`config.mk`:
```
export PLATFORM = sky130hd
export DESIGN_NAME = rcn_queue
export DESIGN_NICKNAME = d
export VERILOG_FILES = /design/src/hdl/rcn_pkg.sv /design/src/hdl/rcn_queue.sv
export SDC_FILE = /design/constraint.sdc
export NUM_CORES = 1
export LEC_CHECK = 0
export ABC_AREA = 1
export BUFFER_PORTS_ARGS = -buffer_cell sky130_fd_sc_hd__buf_4
export CORE_UTILIZATION = 50
export CTS_CLUSTER_DIAMETER = 80
export DETAILED_ROUTE_END_ITERATION = 10
export MAX_ROUTING_LAYER = met4
export PLACE_DENSITY = 0.79
export SYNTH_ARGS = -nofsm -noshare
export SYNTH_HDL_FRONTEND = slang
export SYNTH_SLANG_ARGS = --single-unit
export TNS_END_PERCENT = 1
```
`constraint.sdc`:
```
create_clock -name clock -period 26 [get_ports clock]
set_input_delay 5.2 -clock clock [delete_from_list [all_inputs] [get_ports clock]]
set_output_delay 5.2 -clock clock [all_outputs]
set_load 0.03 [all_outputs]
```
`src/hdl/rcn_pkg.sv`:
```
package rcn_pkg;

   localparam int MAX_WIDTH_DEF = 2048;
   localparam int COEF_BITS_DEF = 8;
   localparam int PIX_W         = 24;
   localparam int CH_W          = 8;
   localparam int IMG_W_BITS    = 12;
   localparam int IMG_H_BITS    = 16;
   localparam int CSR_IDX_W     = 3;
   localparam int QUEUE_DEPTH   = 2;

   localparam logic [IMG_W_BITS-1:0] WIDTH_RESET  = 12'd640;
   localparam logic [IMG_H_BITS-1:0] HEIGHT_RESET = 16'd480;

   localparam logic OP_PIXEL = 1'b0;
   localparam logic OP_FLUSH = 1'b1;

   localparam logic [CSR_IDX_W-1:0] CSR_KERNEL_ROW0  = 3'd0;
   localparam logic [CSR_IDX_W-1:0] CSR_KERNEL_ROW1  = 3'd1;
   localparam logic [CSR_IDX_W-1:0] CSR_KERNEL_ROW2  = 3'd2;
   localparam logic [CSR_IDX_W-1:0] CSR_IMAGE_WIDTH  = 3'd3;
   localparam logic [CSR_IDX_W-1:0] CSR_IMAGE_HEIGHT = 3'd4;

   typedef struct packed {
      logic             op;
      logic [PIX_W-1:0] pixel_in;
   } req_type;

   typedef struct packed {
      logic [PIX_W-1:0] pixel_out;
      logic             last_of_frame;
   } rsp_type;

   typedef logic [8:0][PIX_W-1:0] window_type;

   // One emitted output as handed from the front end to the arithmetic back end.
   typedef struct packed {
      window_type win;
      logic       pass;
      logic       last;
   } entry_type;

   typedef enum logic {
      FRONT_IDLE,
      FRONT_PUSH
   } front_state_type;

   typedef enum logic [2:0] {
      BACK_IDLE,
      BACK_MAC,
      BACK_PREP,
      BACK_DIV,
      BACK_OUT
   } back_state_type;

endpackage

```
`src/hdl/rcn_queue.sv`:
```
module rcn_queue (
   input  logic                clock,
   input  logic                reset,
   input  logic                push,
   input  rcn_pkg::entry_type  push_data,
   input  logic                pop,
   output rcn_pkg::entry_type  pop_data,
   output logic                empty,
   output logic                full
);

   localparam int PW = (rcn_pkg::QUEUE_DEPTH > 1) ? $clog2(rcn_pkg::QUEUE_DEPTH) : 1;
   localparam int CNT_W = $clog2(rcn_pkg::QUEUE_DEPTH + 1);

   rcn_pkg::entry_type slot_ff [rcn_pkg::QUEUE_DEPTH];
   logic [PW-1:0]    head_ff, head_in;
   logic [PW-1:0]    tail_ff, tail_in;
   logic [CNT_W-1:0] count_ff, count_in;

   assign empty    = (count_ff == '0);
   assign full     = (count_ff == CNT_W'(rcn_pkg::QUEUE_DEPTH));
   assign pop_data = slot_ff[head_ff];

   always_comb begin
      head_in  = head_ff;
      tail_in  = tail_ff;
      count_in = count_ff;
      if (push) begin
         tail_in = (tail_ff == PW'(rcn_pkg::QUEUE_DEPTH - 1)) ? '0 : tail_ff + 1'b1;
      end
      if (pop) begin
         head_in = (head_ff == PW'(rcn_pkg::QUEUE_DEPTH - 1)) ? '0 : head_ff + 1'b1;
      end
      if (push && !pop) begin
         count_in = count_ff + 1'b1;
      end else if (pop && !push) begin
         count_in = count_ff - 1'b1;
      end
   end

   always_ff @(posedge clock) begin
      if (reset) begin
         head_ff  <= '0;
         tail_ff  <= '0;
         count_ff <= '0;
      end else begin
         head_ff  <= head_in;
         tail_ff  <= tail_in;
         count_ff <= count_in;
      end
      if (push) begin
         slot_ff[tail_ff] <= push_data;
      end
   end

endmodule

```
==> qor.txt <==
FFs w/ async S/R, synth - 0%
Crit path capture - pop_data[16]
Syn-to-layout area delta - 31.0%
Worst Reg-to-Reg Cells - 3
R2R Path End - slot_ff[1][90]
Fin. max-slew vios - 0
Final net count - 1404
Placed inst area - 20100 um^2
Synthesized flop and latch total - 441
R2R Setup Slk - 23.41 ns
Sequential area share after synthesis - 80.5%
CTS Sinks - 441
HP Class - register to register
# DRC - 0
CTS max path bufs - 3
Number of CTS-inserted buffers - 44
Area leader, netlist - edfxtp_1
Final wirelength - 34000 um
Die height - 183 um
Family with the most delay on the worst path - buffers and inverters
Maximum vdd drop - 64.6 uV
Setup tns final - 0 ns
Fin crit share - 33.5%
PortBufs - 441
Syn Area/Cell - 23.0 um^2
Chip width - 183 um
Fin crit period - 8.71 ns
CP Data Required Time - 20.80 ns
First-pass GRT wire length - 48900 um
Crit path cell chain - buf_4, buf_4, mux2_2, buf_4
Largest cells by area after synthesis - edfxtp_1 (80%), mux2_4 (9.2%), mux2_2 (8.1%)
N_diodes - 0
Clk_skew - 0.0142 ns
Syn Std Cell Area - 16400 um^2
CTS tree - done
Cts repair resizes - 0
Hold_buf cts - 0
Slowest cell on crit path - dfxtp_4
CP dominant cell by count - buf_4
Pin count of the biggest net entering global routing - 148
YS warnings - 0
Final count of negative-setup-slack endpoints - 0
Vias per cell - 4.97
Core area - 31900 um^2
Crit Reg-Reg Startpoint - tail_ff
Max_cap viols - 0
Crit path buffers/inverters - 3
Synth cell count leaders - edfxtp_1 (436), mux2_2 (118), mux2_4 (100)
M1 wire length - 12200 um
PwrDens - 78.7 nW/um^2
Critical Path Stages - 4
Root Driver - clkbuf_16
Antenna-violating nets left - 0
CTS H-tree depth - 2
CTS clk-pin slew, worst paths - 0.06 ns
Fmax - 115 MHz
Initial core utilization - 51.4%
Post-CTS Setup Inserts - 0
Uppermost layer routed - met4
Total power - 1.69 mW
Layout cell share with drive strength beyond 1 - 60.3%
Number of synthesized flops with an enable pin - 436
Final GP Congestion - 0.792
GR Util All Layers - 20.2%
Static leakage - 8.24 nW
Max_slew headroom - 23.7%
Initial antenna violation count - 0
Synth Flop Type - edfxtp_1
First DRT Iteration DRCs - 476
Worst-Margin Slew - 1.14 ns
DIE AREA - 33500 um^2
Cells after Synth - 711
Pre-antenna DRT Iters - 5
CP endpoint kind - output port
Final worst setup slack - 17.29 ns
CP arrival - 3.51 ns
DR WL met2 - 17700 um
FP Rows - 65
Setup WS pre-CTS - 17.82 ns
Largest stage delay, worst path - 0.83 ns
Hold Fails Final Rpt - 0
Routed vias - 8193
Unique cell type count in the Yosys netlist - 18
Startpoint Class - register
Post-synth top area share - 79.9%
Status - finished, final reports clean
RSZ-0062 raised after global routing - false
Most numerous cell in the Yosys netlist - edfxtp_1
Met3 WL - 3370 um
IO Pins - 442
Design area - 21500 um^2
DR WL/cell - 20.6 um
Clk_lat worst skew - 0.53 ns
GRT overflow - 0
Vias in the first global route - 8748
Syn nets - 934
Detailed Place HPWL - 23000 um
Largest fanout on the critical path - 54
Kind of critical path - register to output port
[cells by family (layout without fill, tap and decap cells)]
family,count (synthesis),after routing,share of synthesized area [%]
adders and majority gates,1,1,0.0763
DFF,441,441,80.5
AOI/OAI and AO/OA,2,2,0.0610
muxes,218,218,17.3
buffers and inverters,33,536,1.66
and+or+nand+nor,15,15,0.374
xor gates and xnor gates,1,1,0.0535
[worst min-delay path, cell delays in order (launching register included)]
cell and delay [ns]:
dfxtp_1 0.33, xnor2_1 0.09, nor2_1 0.07
[cell type report]
type,instances,area (um^2)
multi-input cells,237,2930
clock buffers,58,1200
clock inverters,21,179
repair buffers,448,3360
well taps,435,544
flip-flops and latches,441,13200
fillers,2107,10400
inverters,9,41.3
[registers in the layout, summed over array words and instances, names as in the netlist, named ones only]
register,flops
slot_ff,436
count_ff,2
head_ff,1
tail_ff,1
[worst min-delay path by stage]
stage | end | depth (start not counted) | from | slack [ns]
global route | register | 2 | head_ff | 0.57
floorplan | register | 2 | head_ff | 0.48
CTS | head_ff | 2 | head_ff | 0.53
detailed placement | head_ff | 2 | head_ff | 0.51
finish | head_ff | 2 | head_ff | 0.52
global placement | head_ff | 2 | head_ff | 0.50
[stage by stage]
step           hold slack (ns)  util (%)  instances
2_1_floorplan            0.480         -        711
3_3_place_gp             0.495      63.0       1570
3_5_place_dp             0.510      63.0       1570
4_1_cts                  0.525      67.3       1649
5_1_grt                  0.572      67.3       1649
6_report                 0.520      67.3       1649
[routing by layer]
layer | global-route usage [%] | up-vias
li1 | - | 3763
met5 | - | -
met4 | 5.77 | 0
met1 | 22.0 | 4003
met3 | 6.47 | 48
met2 | 35.3 | 379
[report_power, final]
part | switching (mW) | total (mW) | internal (mW)
Sequential | 0.0128 | 0.838 | 0.825
Combinational | 0.142 | 0.253 | 0.111
Clock | 0.251 | 0.599 | 0.348
Total | 0.406 | 1.69 | 1.28
[cells in the final DEF (no fill, tap or decap), types with 2 or more instances in the layout]
| cell | count |
|---|---|
| clkinvlp_4 | 2 |
| mux2_4 | 100 |
| clkbuf_16 | 45 |
| buf_4 | 448 |
| inv_6 | 3 |
| inv_1 | 8 |
| edfxtp_1 | 436 |
| clkbuf_1 | 10 |
| nor2_1 | 6 |
| bufinv_16 | 2 |
| clkbuf_8 | 3 |
| mux2_2 | 118 |
| clkinv_1 | 6 |
| nand2_1 | 5 |
| clkinv_2 | 6 |
| dfxtp_1 | 4 |
No activity file was read; power rests on OpenSTA's default activity.
