**src/hdl/rcn_pkg.sv**
```systemverilog
package rcn_pkg;

   localparam int MAX_WIDTH_DEF = 2048;
   localparam int COEF_BITS_DEF = 8;
   localparam int PIX_W         = 24;
   localparam int CH_W          = 8;
   localparam int IMG_W_BITS    = 12;
   localparam int IMG_H_BITS    = 16;
   localparam int CSR_IDX_W     = 3;
   localparam int QUEUE_DEPTH   = 2;

   localparam logic [IMG_W_BITS-1:0] WIDTH_RESET  = 12'd640;
   localparam logic [IMG_H_BITS-1:0] HEIGHT_RESET = 16'd480;

   localparam logic OP_PIXEL = 1'b0;
   localparam logic OP_FLUSH = 1'b1;

   localparam logic [CSR_IDX_W-1:0] CSR_KERNEL_ROW0  = 3'd0;
   localparam logic [CSR_IDX_W-1:0] CSR_KERNEL_ROW1  = 3'd1;
   localparam logic [CSR_IDX_W-1:0] CSR_KERNEL_ROW2  = 3'd2;
   localparam logic [CSR_IDX_W-1:0] CSR_IMAGE_WIDTH  = 3'd3;
   localparam logic [CSR_IDX_W-1:0] CSR_IMAGE_HEIGHT = 3'd4;

   typedef struct packed {
      logic             op;
      logic [PIX_W-1:0] pixel_in;
   } req_type;

   typedef struct packed {
      logic [PIX_W-1:0] pixel_out;
      logic             last_of_frame;
   } rsp_type;

   typedef logic [8:0][PIX_W-1:0] window_type;

   // One emitted output as handed from the front end to the arithmetic back end.
   typedef struct packed {
      window_type win;
      logic       pass;
      logic       last;
   } entry_type;

   typedef enum logic {
      FRONT_IDLE,
      FRONT_PUSH
   } front_state_type;

   typedef enum logic [2:0] {
      BACK_IDLE,
      BACK_MAC,
      BACK_PREP,
      BACK_DIV,
      BACK_OUT
   } back_state_type;

endpackage

```
**src/hdl/rcn_back.sv**
```systemverilog
module rcn_back #(
   parameter int COEF_BITS = rcn_pkg::COEF_BITS_DEF
) (
   input  logic                               clock,
   input  logic                               reset,
   input  logic [2:0][3*COEF_BITS-1:0]        kernel,
   input  logic                               q_empty,
   input  rcn_pkg::entry_type                 q_entry,
   output logic                               q_pop,
   output logic                               rsp_valid,
   input  logic                               rsp_stall,
   output rcn_pkg::rsp_type                   rsp_word
);

   localparam int ACC_W = COEF_BITS + 13;
   localparam int KS_W  = COEF_BITS + 4;
   localparam int DC_W  = $clog2(ACC_W + 1);
   localparam int PR_W  = COEF_BITS + 9;

   rcn_pkg::back_state_type state_ff, state_in;

   rcn_pkg::window_type       win_ff;
   logic [3:0]                tap_ff;
   logic [1:0]                rsel_ff, csel_ff;
   logic signed [ACC_W-1:0]   acc_ff [3];
   logic signed [KS_W-1:0]    ksum_ff;
   logic [ACC_W-1:0]          quot_ff [3];
   logic [KS_W:0]             rem_ff [3];
   logic [2:0]                neg_ff;
   logic [KS_W-1:0]           dvs_ff;
   logic [DC_W-1:0]           dcnt_ff;
   logic                      rsp_valid_ff;
   rcn_pkg::rsp_type          rsp_word_ff;

   logic                      out_free;
   logic signed [COEF_BITS-1:0] cf;
   logic [rcn_pkg::PIX_W-1:0] tap_px;
   logic signed [PR_W-1:0]    prod [3];
   logic signed [KS_W-1:0]    ksum_eff;
   logic [KS_W:0]             rem_sh [3];
   logic [rcn_pkg::PIX_W-1:0] filt;

   assign out_free = !rsp_valid_ff || !rsp_stall;
   assign cf       = kernel[csel_ff][rsel_ff*COEF_BITS +: COEF_BITS];
   assign tap_px   = win_ff[tap_ff];
   assign ksum_eff = (ksum_ff == '0) ? KS_W'(1) : ksum_ff;

   always_comb begin
      for (int ch = 0; ch < 3; ch++) begin
         prod[ch]   = $signed({1'b0, tap_px[8*ch +: 8]}) * cf;
         rem_sh[ch] = {rem_ff[ch][KS_W-1:0], quot_ff[ch][ACC_W-1]};
      end
   end

   // Clamp the truncated quotients into 0..255.
   always_comb begin
      for (int ch = 0; ch < 3; ch++) begin
         if (neg_ff[ch]) begin
            filt[8*ch +: 8] = '0;
         end else if (quot_ff[ch] > ACC_W'(255)) begin
            filt[8*ch +: 8] = 8'hff;
         end else begin
            filt[8*ch +: 8] = quot_ff[ch][7:0];
         end
      end
   end

   always_comb begin
      state_in = state_ff;
      q_pop    = 1'b0;
      unique case (state_ff)
         rcn_pkg::BACK_IDLE: begin
            if (!q_empty) begin
               if (!q_entry.pass) begin
                  q_pop    = 1'b1;
                  state_in = rcn_pkg::BACK_MAC;
               end else if (out_free) begin
                  q_pop = 1'b1;
               end
            end
         end
         rcn_pkg::BACK_MAC: begin
            if (tap_ff == 4'd8) begin
               state_in = rcn_pkg::BACK_PREP;
            end
         end
         rcn_pkg::BACK_PREP: state_in = rcn_pkg::BACK_DIV;
         rcn_pkg::BACK_DIV: begin
            if (dcnt_ff == DC_W'(1)) begin
               state_in = rcn_pkg::BACK_OUT;
            end
         end
         rcn_pkg::BACK_OUT: begin
            if (out_free) begin
               state_in = rcn_pkg::BACK_IDLE;
            end
         end
         default: state_in = rcn_pkg::BACK_IDLE;
      endcase
   end

   always_ff @(posedge clock) begin
      if (reset) begin
         state_ff     <= rcn_pkg::BACK_IDLE;
         rsp_valid_ff <= 1'b0;
      end else begin
         state_ff <= state_in;
         if (state_ff == rcn_pkg::BACK_IDLE && q_pop && q_entry.pass) begin
            rsp_valid_ff <= 1'b1;
         end else if (state_ff == rcn_pkg::BACK_OUT && out_free) begin
            rsp_valid_ff <= 1'b1;
         end else if (!rsp_stall) begin
            rsp_valid_ff <= 1'b0;
         end
      end

      unique case (state_ff)
         rcn_pkg::BACK_IDLE: begin
            if (q_pop && q_entry.pass) begin
               rsp_word_ff.pixel_out     <= q_entry.win[4];
               rsp_word_ff.last_of_frame <= q_entry.last;
            end
            win_ff  <= q_entry.win;
            tap_ff  <= '0;
            rsel_ff <= '0;
            csel_ff <= '0;
            ksum_ff <= '0;
            for (int ch = 0; ch < 3; ch++) begin
               acc_ff[ch] <= '0;
            end
         end
         rcn_pkg::BACK_MAC: begin
            for (int ch = 0; ch < 3; ch++) begin
               acc_ff[ch] <= acc_ff[ch] + ACC_W'(prod[ch]);
            end
            ksum_ff <= ksum_ff + KS_W'(cf);
            tap_ff  <= tap_ff + 1'b1;
            if (csel_ff == 2'd2) begin
               csel_ff <= '0;
               rsel_ff <= rsel_ff + 1'b1;
            end else begin
               csel_ff <= csel_ff + 1'b1;
            end
         end
         rcn_pkg::BACK_PREP: begin
            dvs_ff  <= ksum_eff[KS_W-1] ? KS_W'(-ksum_eff) : ksum_eff;
            dcnt_ff <= DC_W'(ACC_W);
            for (int ch = 0; ch < 3; ch++) begin
               quot_ff[ch] <= acc_ff[ch][ACC_W-1] ? ACC_W'(-acc_ff[ch]) : acc_ff[ch];
               rem_ff[ch]  <= '0;
               neg_ff[ch]  <= acc_ff[ch][ACC_W-1] ^ ksum_eff[KS_W-1];
            end
         end
         rcn_pkg::BACK_DIV: begin
            dcnt_ff <= dcnt_ff - 1'b1;
            for (int ch = 0; ch < 3; ch++) begin
               if (rem_sh[ch] >= {1'b0, dvs_ff}) begin
                  rem_ff[ch]  <= rem_sh[ch] - {1'b0, dvs_ff};
                  quot_ff[ch] <= {quot_ff[ch][ACC_W-2:0], 1'b1};
               end else begin
                  rem_ff[ch]  <= rem_sh[ch];
                  quot_ff[ch] <= {quot_ff[ch][ACC_W-2:0], 1'b0};
               end
            end
         end
         rcn_pkg::BACK_OUT: begin
            if (out_free) begin
               rsp_word_ff.pixel_out     <= filt;
               rsp_word_ff.last_of_frame <= 1'b0;
            end
         end
         default: begin
         end
      endcase
   end

   assign rsp_valid = rsp_valid_ff;
   assign rsp_word  = rsp_word_ff;

endmodule

```
**config.mk**
```make
export PLATFORM = sky130hd
export DESIGN_NAME = rcn_back
export DESIGN_NICKNAME = d
export VERILOG_FILES = /design/src/hdl/rcn_pkg.sv /design/src/hdl/rcn_back.sv
export SDC_FILE = /design/constraint.sdc
export NUM_CORES = 1
export LEC_CHECK = 0
export BUFFER_PORTS_ARGS = -buffer_cell sky130_fd_sc_hd__buf_2
export CAP_MARGIN = 40
export CORE_MARGIN = 10
export CORE_UTILIZATION = 30
export DETAILED_ROUTE_END_ITERATION = 8
export PLACE_DENSITY = 0.56
export SLEW_MARGIN = 20
export SYNTH_ARGS = -nofsm -noshare
export SYNTH_HDL_FRONTEND = slang
export SYNTH_SLANG_ARGS = --single-unit
```
**constraint.sdc**
```tcl
create_clock -name clock -period 26.2 [get_ports clock]
set_input_delay 5.24 -clock clock [delete_from_list [all_inputs] [get_ports clock]]
set_output_delay 5.24 -clock clock [all_outputs]
set_load 0.01 [all_outputs]
```
==> results of run 1 <==
metal layers:
layer / GRT usage, % / vias up
met5: 0 / -
met4: 3.63 / 0
met3: 2.16 / 100
met2: 25.3 / 461
met1: 19.3 / 10444
li1: - / 10061
cell type report:
type / instances / area [µm²]
Antenna cell: 3 / 7.51
Clock buffer: 53 / 1240
Clock inverter: 33 / 277
Fill cell: 9965 / 64900
Inverter: 248 / 931
Multi-Input combinational cell: 1839 / 15600
Sequential cell: 447 / 13400
Tap cell: 1298 / 1620
Timing Repair Buffer: 378 / 2110
cell usage in the layout, fill, tap and decap left out, types with 26 or more instances in the layout:
cell type	instances
sky130_fd_sc_hd__nor2_1	267
sky130_fd_sc_hd__mux4_2	56
sky130_fd_sc_hd__nand2_1	192
sky130_fd_sc_hd__clkbuf_16	49
sky130_fd_sc_hd__nor2b_1	45
sky130_fd_sc_hd__buf_2	322
sky130_fd_sc_hd__inv_1	246
sky130_fd_sc_hd__nor3_1	47
sky130_fd_sc_hd__a21oi_1	93
sky130_fd_sc_hd__o31ai_1	41
sky130_fd_sc_hd__nand2b_1	39
sky130_fd_sc_hd__mux2i_1	46
sky130_fd_sc_hd__and3_1	28
sky130_fd_sc_hd__buf_4	48
sky130_fd_sc_hd__fa_1	157
sky130_fd_sc_hd__a21o_1	26
sky130_fd_sc_hd__edfxtp_1	442
sky130_fd_sc_hd__xnor2_1	92
sky130_fd_sc_hd__xor2_1	57
sky130_fd_sc_hd__nand3_1	31
sky130_fd_sc_hd__o21ai_0	135
sky130_fd_sc_hd__ha_1	248
stage by stage:
step	instances	util, %	worst slack, ns
floorplan	2631	-	4.91
global placement	4198	33.5	14.62
detailed placement	4205	33.6	14.57
CTS	4291	35.1	15.03
global route	4298	35.1	14.80
finish	4299	35.2	15.03
state kept, by name, summed over array words and instances, names as in the netlist:
name       flops
win_ff       216
acc_ff        63
quot_ff       63
rem_ff        36
rsp_word      25
dvs_ff        12
ksum_ff       12
dcnt_ff        5
tap_ff         4
neg_ff         3
state_ff       3
csel_ff        2
rsel_ff        2
rsp_valid      1
tightest hold or removal path: cells and delay by family, from the launching register on:
family / cells / cell delay, ns
AO/OA/AOI/OAI: 1 / 0.09
flip-flops: 1 / 0.30
AND/OR/NAND/NOR: 1 / 0.11
final timing paths:
check / start / end / slack [ns] / cells past startpoint
min reg2reg: rsp_valid / rsp_valid / 0.55 / 2
min: rsp_valid / rsp_valid / 0.55 / 2
max: rsp_stall / q_pop / 15.03 / 7
max reg2reg: csel_ff[0] / acc_ff[0][61] / 18.61 / 21
cell families (layout without fill, tap and decap cells):
kind of cell / Yosys count / in the layout / share of synthesized area [%]
buf+inv: 345 / 712 / 4.47
fa+ha+maj: 405 / 405 / 20.6
flops: 447 / 447 / 44.1
compound gates: 427 / 427 / 8.87
xor+xnor: 149 / 149 / 4.31
other cells: 0 / 3 / 0
mux: 119 / 119 / 6.31
simple gates: 739 / 739 / 11.3
==> out/results.ini, run 1 <==
[route]
drt_iter0_drc = 1386
drt_drc_violations_left = 0
post_drt_via_cell_ratio = 4.90
drt-pass1-iter-count = 5
route.layer.met1.wl_um = 37100
wl_per_cell_um = 19.6
drtAntennaViolNets = 0
drt_wl_total_um = 84200
wl_met2_um = 41100
routed-wl-met3_um = 4190
vias = 21066
top_signal_layer_used = met4

[timing]
final-hold-violation-count = 0
report.final.setup_viol = 0
unrepaired_setup_endpoints_after_global_routing = no
tns_ns = 0
finalCriticalPeriod_ns = 11.17
final_min_period_over_clock_period_pct = 42.6
max_slew.worst_pin.slew_ns = 0.934
timing.final.max_slew_violations = 0
fin_hold_ws_ns = 0.552
fmaxAchievable_mhz = 89.5
timing.clock.skew_ns = 0.0228
max-slew-margin-rel_pct = 37.2

[yosys]
async_set_or_reset_register_ratio_after_synthesis_pct = 0
synth.most_common_cell = sky130_fd_sc_hd__edfxtp_1
syn_nets = 3330
yosys-top-cells-area = sky130_fd_sc_hd__edfxtp_1, sky130_fd_sc_hd__fa_1, sky130_fd_sc_hd__ha_1
yosys.cell_types.count = 77
postSynthCellCount = 2631
ys_warn_count = 0
postSynth.topFlopCell = sky130_fd_sc_hd__edfxtp_1
synth_top_cell_area_share_pct = 43.8
ys_seq_elements = 447
yosysTopAreaCell = sky130_fd_sc_hd__edfxtp_1
synth_common_cells = sky130_fd_sc_hd__edfxtp_1, sky130_fd_sc_hd__nor2_1, sky130_fd_sc_hd__ha_1
syn_area_mm2 = 0.0303
syn-mean-instance-area_um2 = 11.5
synth_edf_count = 442
synth_sequential_area_ratio_pct = 44.1

[worst_setup_path]
critical_path.max_stage_delay_ns = 0.15
cp.arrival_ns = 5.93
startpoint_type = input port
timing.critical_path.to_type = output port
required_ns = 20.96
cp_common_cell = sky130_fd_sc_hd__nand2_1
critical-path-slowest-cell = sky130_fd_sc_hd__buf_2
crit_path_max_fanout = 3
timing.critical_path.cells = buf_2 -> nand2_1 -> inv_1 -> nand2_1 -> nand2_1 -> nor2_1 -> buf_2
timing.critical_path.buf_inv = 3
path_class = input port to output port
timing.critical_path.max_delay_family = simple AND/OR/NAND/NOR gates

[global_routing]
first_global_vias = 21882
grtUsageTotal_pct = 14.7
global_route_wire_length_before_repair_um = 130000
antenna_found_initial = 4
maximum_number_of_pins_on_one_net_before_global_route_repair = 160
aggregate_global_routing_overflow = 0

[cells_and_area]
area_delta_synth_final_pct = 16.2
post_route_cells_drive_above_1_share_pct = 18.5
nets = 3662
stdcell_area_mm2 = 0.0352

[clock_network]
cts.root.buffer_cell = sky130_fd_sc_hd__clkbuf_16
cts_hold_repair.buffers = 0
buffers_inserted_during_post_cts_setup_optimization = 0
clk_latency_ns = 0.61
cts_tree = yes
cts_max_path_buffers = 3
htree_levels = 2
clkTransAtPathRegs_ns = 0.06
post_cts_resized = 0
cts_buffers = 49
sinks_on_clock_net = 447

[flow_run]
maxCapViolCount = 0

[floorplan]
die_w_um = 338
floorplan.initialDensity_pct = 30.3
die_area_mm2 = 0.114
pin_count = 321
core-area_mm2 = 0.100
die_h_um = 338
fp-row-count = 116

[place]
post_dp_cell_area_mm2 = 0.0336
io_buffer_count = 320
gp_routability_congestion = 0.845
hpwlAfterDp_um = 64700

[hold_path]
hold_class = flop to flop

[status]
run_status = complete, no violations

Power of run 1 is not shown: default switching activity piles up to over one toggle a cycle in this logic, so the estimate is an artifact.
==> run 2, diff against run 1 <==
==> constraint.sdc (replaced) <==
create_clock -name clock -period 11.2 [get_ports clock]
set_input_delay 2.24 -clock clock [delete_from_list [all_inputs] [get_ports clock]]
set_output_delay 2.24 -clock clock [all_outputs]
set_load 0.01 [all_outputs]
==> run 2 against run 1 <==
Cell count hardly changed. First-iteration DRC count is 3.2% higher. Via count is 0.24% lower. Die area is the same. Sequential share of layout area down 0.19 points. Wire length rose by 0.33%. Clock-buffer cell count increased by 7. Hold slack improved by 0.0022 ns. Worst setup slack worse by 12 ns. Critical path type is now input port to flop. Largest cell class unchanged.
==> out/results.ini, run 2 (synthesized netlist as in run 1, its figures left out) <==
[status]
run_status = complete, no violations

[floorplan]
fp-row-count = 116  ; unchanged
die_area_mm2 = 0.114  ; unchanged
pin_count = 321  ; unchanged
die_h_um = 338  ; unchanged
core-area_mm2 = 0.100  ; unchanged
die_w_um = 338  ; unchanged
floorplan.initialDensity_pct = 30.3  ; unchanged

[route]
post_drt_via_cell_ratio = 4.88  ; -0.31%
drtAntennaViolNets = 0  ; unchanged
drt_iter0_drc = 1431  ; +3.2%
top_signal_layer_used = met5
drt_drc_violations_left = 0  ; unchanged
routed-wl-met3_um = 4640  ; +11%
vias = 21015  ; -0.24%
drt-pass1-iter-count = 5  ; unchanged
route.layer.met1.wl_um = 37100  ; -0.21%
wl_per_cell_um = 19.6  ; +0.26%
drt_wl_total_um = 84500  ; +0.33%
wl_met2_um = 41000  ; -0.30%

[worst_setup_path]
startpoint_type = input port
cp.arrival_ns = 8.47  ; +2.54 ns
timing.critical_path.to_type = flop
crit_path_max_fanout = 35  ; +32
path_class = input port to flop
required_ns = 11.53  ; -9.43 ns

[place]
io_buffer_count = 320  ; unchanged
hpwlAfterDp_um = 65300  ; +0.86%
gp_routability_congestion = 0.854  ; +1.0%

[timing]
unrepaired_setup_endpoints_after_global_routing = no
final_min_period_over_clock_period_pct = 72.7
tns_ns = 0  ; unchanged
max_slew.worst_pin.slew_ns = 1.04  ; +0.109 ns
timing.clock.skew_ns = 0.0179  ; -0.00481 ns
final-hold-violation-count = 0  ; unchanged
fin_hold_ws_ns = 0.555  ; +0.00217 ns
timing.final.max_slew_violations = 0  ; unchanged
finalCriticalPeriod_ns = 8.14
max-slew-margin-rel_pct = 29.8  ; -7.3 points
report.final.setup_viol = 0  ; unchanged
fmaxAchievable_mhz = 123

[clock_network]
htree_levels = 2  ; unchanged
post_cts_resized = 0  ; unchanged
cts.root.buffer_cell = sky130_fd_sc_hd__clkbuf_16
sinks_on_clock_net = 447  ; unchanged
clk_latency_ns = 0.61  ; about the same
cts_hold_repair.buffers = 0  ; unchanged
cts_tree = yes
cts_max_path_buffers = 3  ; unchanged
clkTransAtPathRegs_ns = 0.06  ; about the same
cts_buffers = 48  ; -2.0%
buffers_inserted_during_post_cts_setup_optimization = 0  ; unchanged

[cells_and_area]
n_fill_cell = 9928  ; -0.37%
layout.cells.most_common_list = sky130_fd_sc_hd__edfxtp_1, sky130_fd_sc_hd__buf_2, sky130_fd_sc_hd__nor2_1
area_delta_synth_final_pct = 16.8
layout.cells.most_common = sky130_fd_sc_hd__edfxtp_1
largestRegisters = win_ff x216, acc_ff x63, quot_ff x63
nets = 3661  ; -0.027%
post_route_cells_drive_above_1_share_pct = 18.7  ; +0.18 points
largest_register_ffs = 216  ; unchanged
multi_input_comb_area_mm2 = 0.0156  ; about the same
final-seq-area_mm2 = 0.0134  ; unchanged
top_register = win_ff

[global_routing]
antenna_found_initial = 4  ; unchanged
grtUsageTotal_pct = 14.7  ; about the same
maximum_number_of_pins_on_one_net_before_global_route_repair = 175  ; +9.4%
aggregate_global_routing_overflow = 0  ; unchanged
first_global_vias = 21796  ; -0.39%
global_route_wire_length_before_repair_um = 130000  ; -0.32%

[flow_run]
maxCapViolCount = 0  ; unchanged

[hold_path]
hold_class = flop to flop

## run 2: through the flow
step / worst slack (ns) / cells / util [%] / instance area (µm²)
floorplan: 2.91 / 2631 / - / 30300
global placement: 2.35 / 4192 / 33.4 / 33500
detailed placement: 2.34 / 4201 / 33.6 / 33600
CTS: 2.97 / 4291 / 35.2 / 35300
global route: 2.54 / 4301 / 35.3 / 35400
finish: 3.06 / 4302 / 35.3 / 35400
## run 2: per-layer routing
| metal | GRT usage (%) | vias to the layer above |
|---|---|---|
| li1 | - | 10054 |
| met2 | 25.0 | 490 |
| met5 | 0 | - |
| met3 | 2.60 | 99 |
| met4 | 3.78 | 2 |
| met1 | 19.2 | 10370 |
## run 2: worst paths after layout
check	start	depth (start not counted)	slack (ns)	to
min	quot_ff[0][15]	2	0.55	quot_ff[0][16]
max reg2reg	csel_ff[0]	21	3.52	acc_ff[0][61]
max	kernel[39]	21	3.06	acc_ff[0][61]
min reg2reg	quot_ff[0][15]	2	0.55	quot_ff[0][16]
## run 2: final cells by class
class	count	share of cell area, %
clock buffer	60	3.70
sequential	447	37.8
antenna	2	0.0141
multi-input combinational	1839	44.2
timing repair buffer	378	6.12
tap	1298	4.59
inverter	248	2.63
clock inverter	30	0.969
## run 2: critical path: stages
cell	delay, ns
sky130_fd_sc_hd__buf_2	0.09
sky130_fd_sc_hd__mux4_2	0.45
sky130_fd_sc_hd__nor2b_1	0.17
sky130_fd_sc_hd__o31ai_4	0.23
sky130_fd_sc_hd__buf_4	0.35
sky130_fd_sc_hd__inv_2	0.39
sky130_fd_sc_hd__nand2_1	0.21
sky130_fd_sc_hd__fa_1	0.45
sky130_fd_sc_hd__fa_1	0.54
sky130_fd_sc_hd__inv_1	0.07
sky130_fd_sc_hd__fa_1	0.52
sky130_fd_sc_hd__fa_1	0.53
sky130_fd_sc_hd__fa_1	0.50
sky130_fd_sc_hd__ha_1	0.34
sky130_fd_sc_hd__o21ai_0	0.14
sky130_fd_sc_hd__o21ai_0	0.35
sky130_fd_sc_hd__nand3_1	0.12
sky130_fd_sc_hd__a221oi_1	0.40
sky130_fd_sc_hd__a31oi_1	0.18
sky130_fd_sc_hd__xor2_1	0.15
sky130_fd_sc_hd__nor2_1	0.05
Power of run 2 is left out for the same reason.
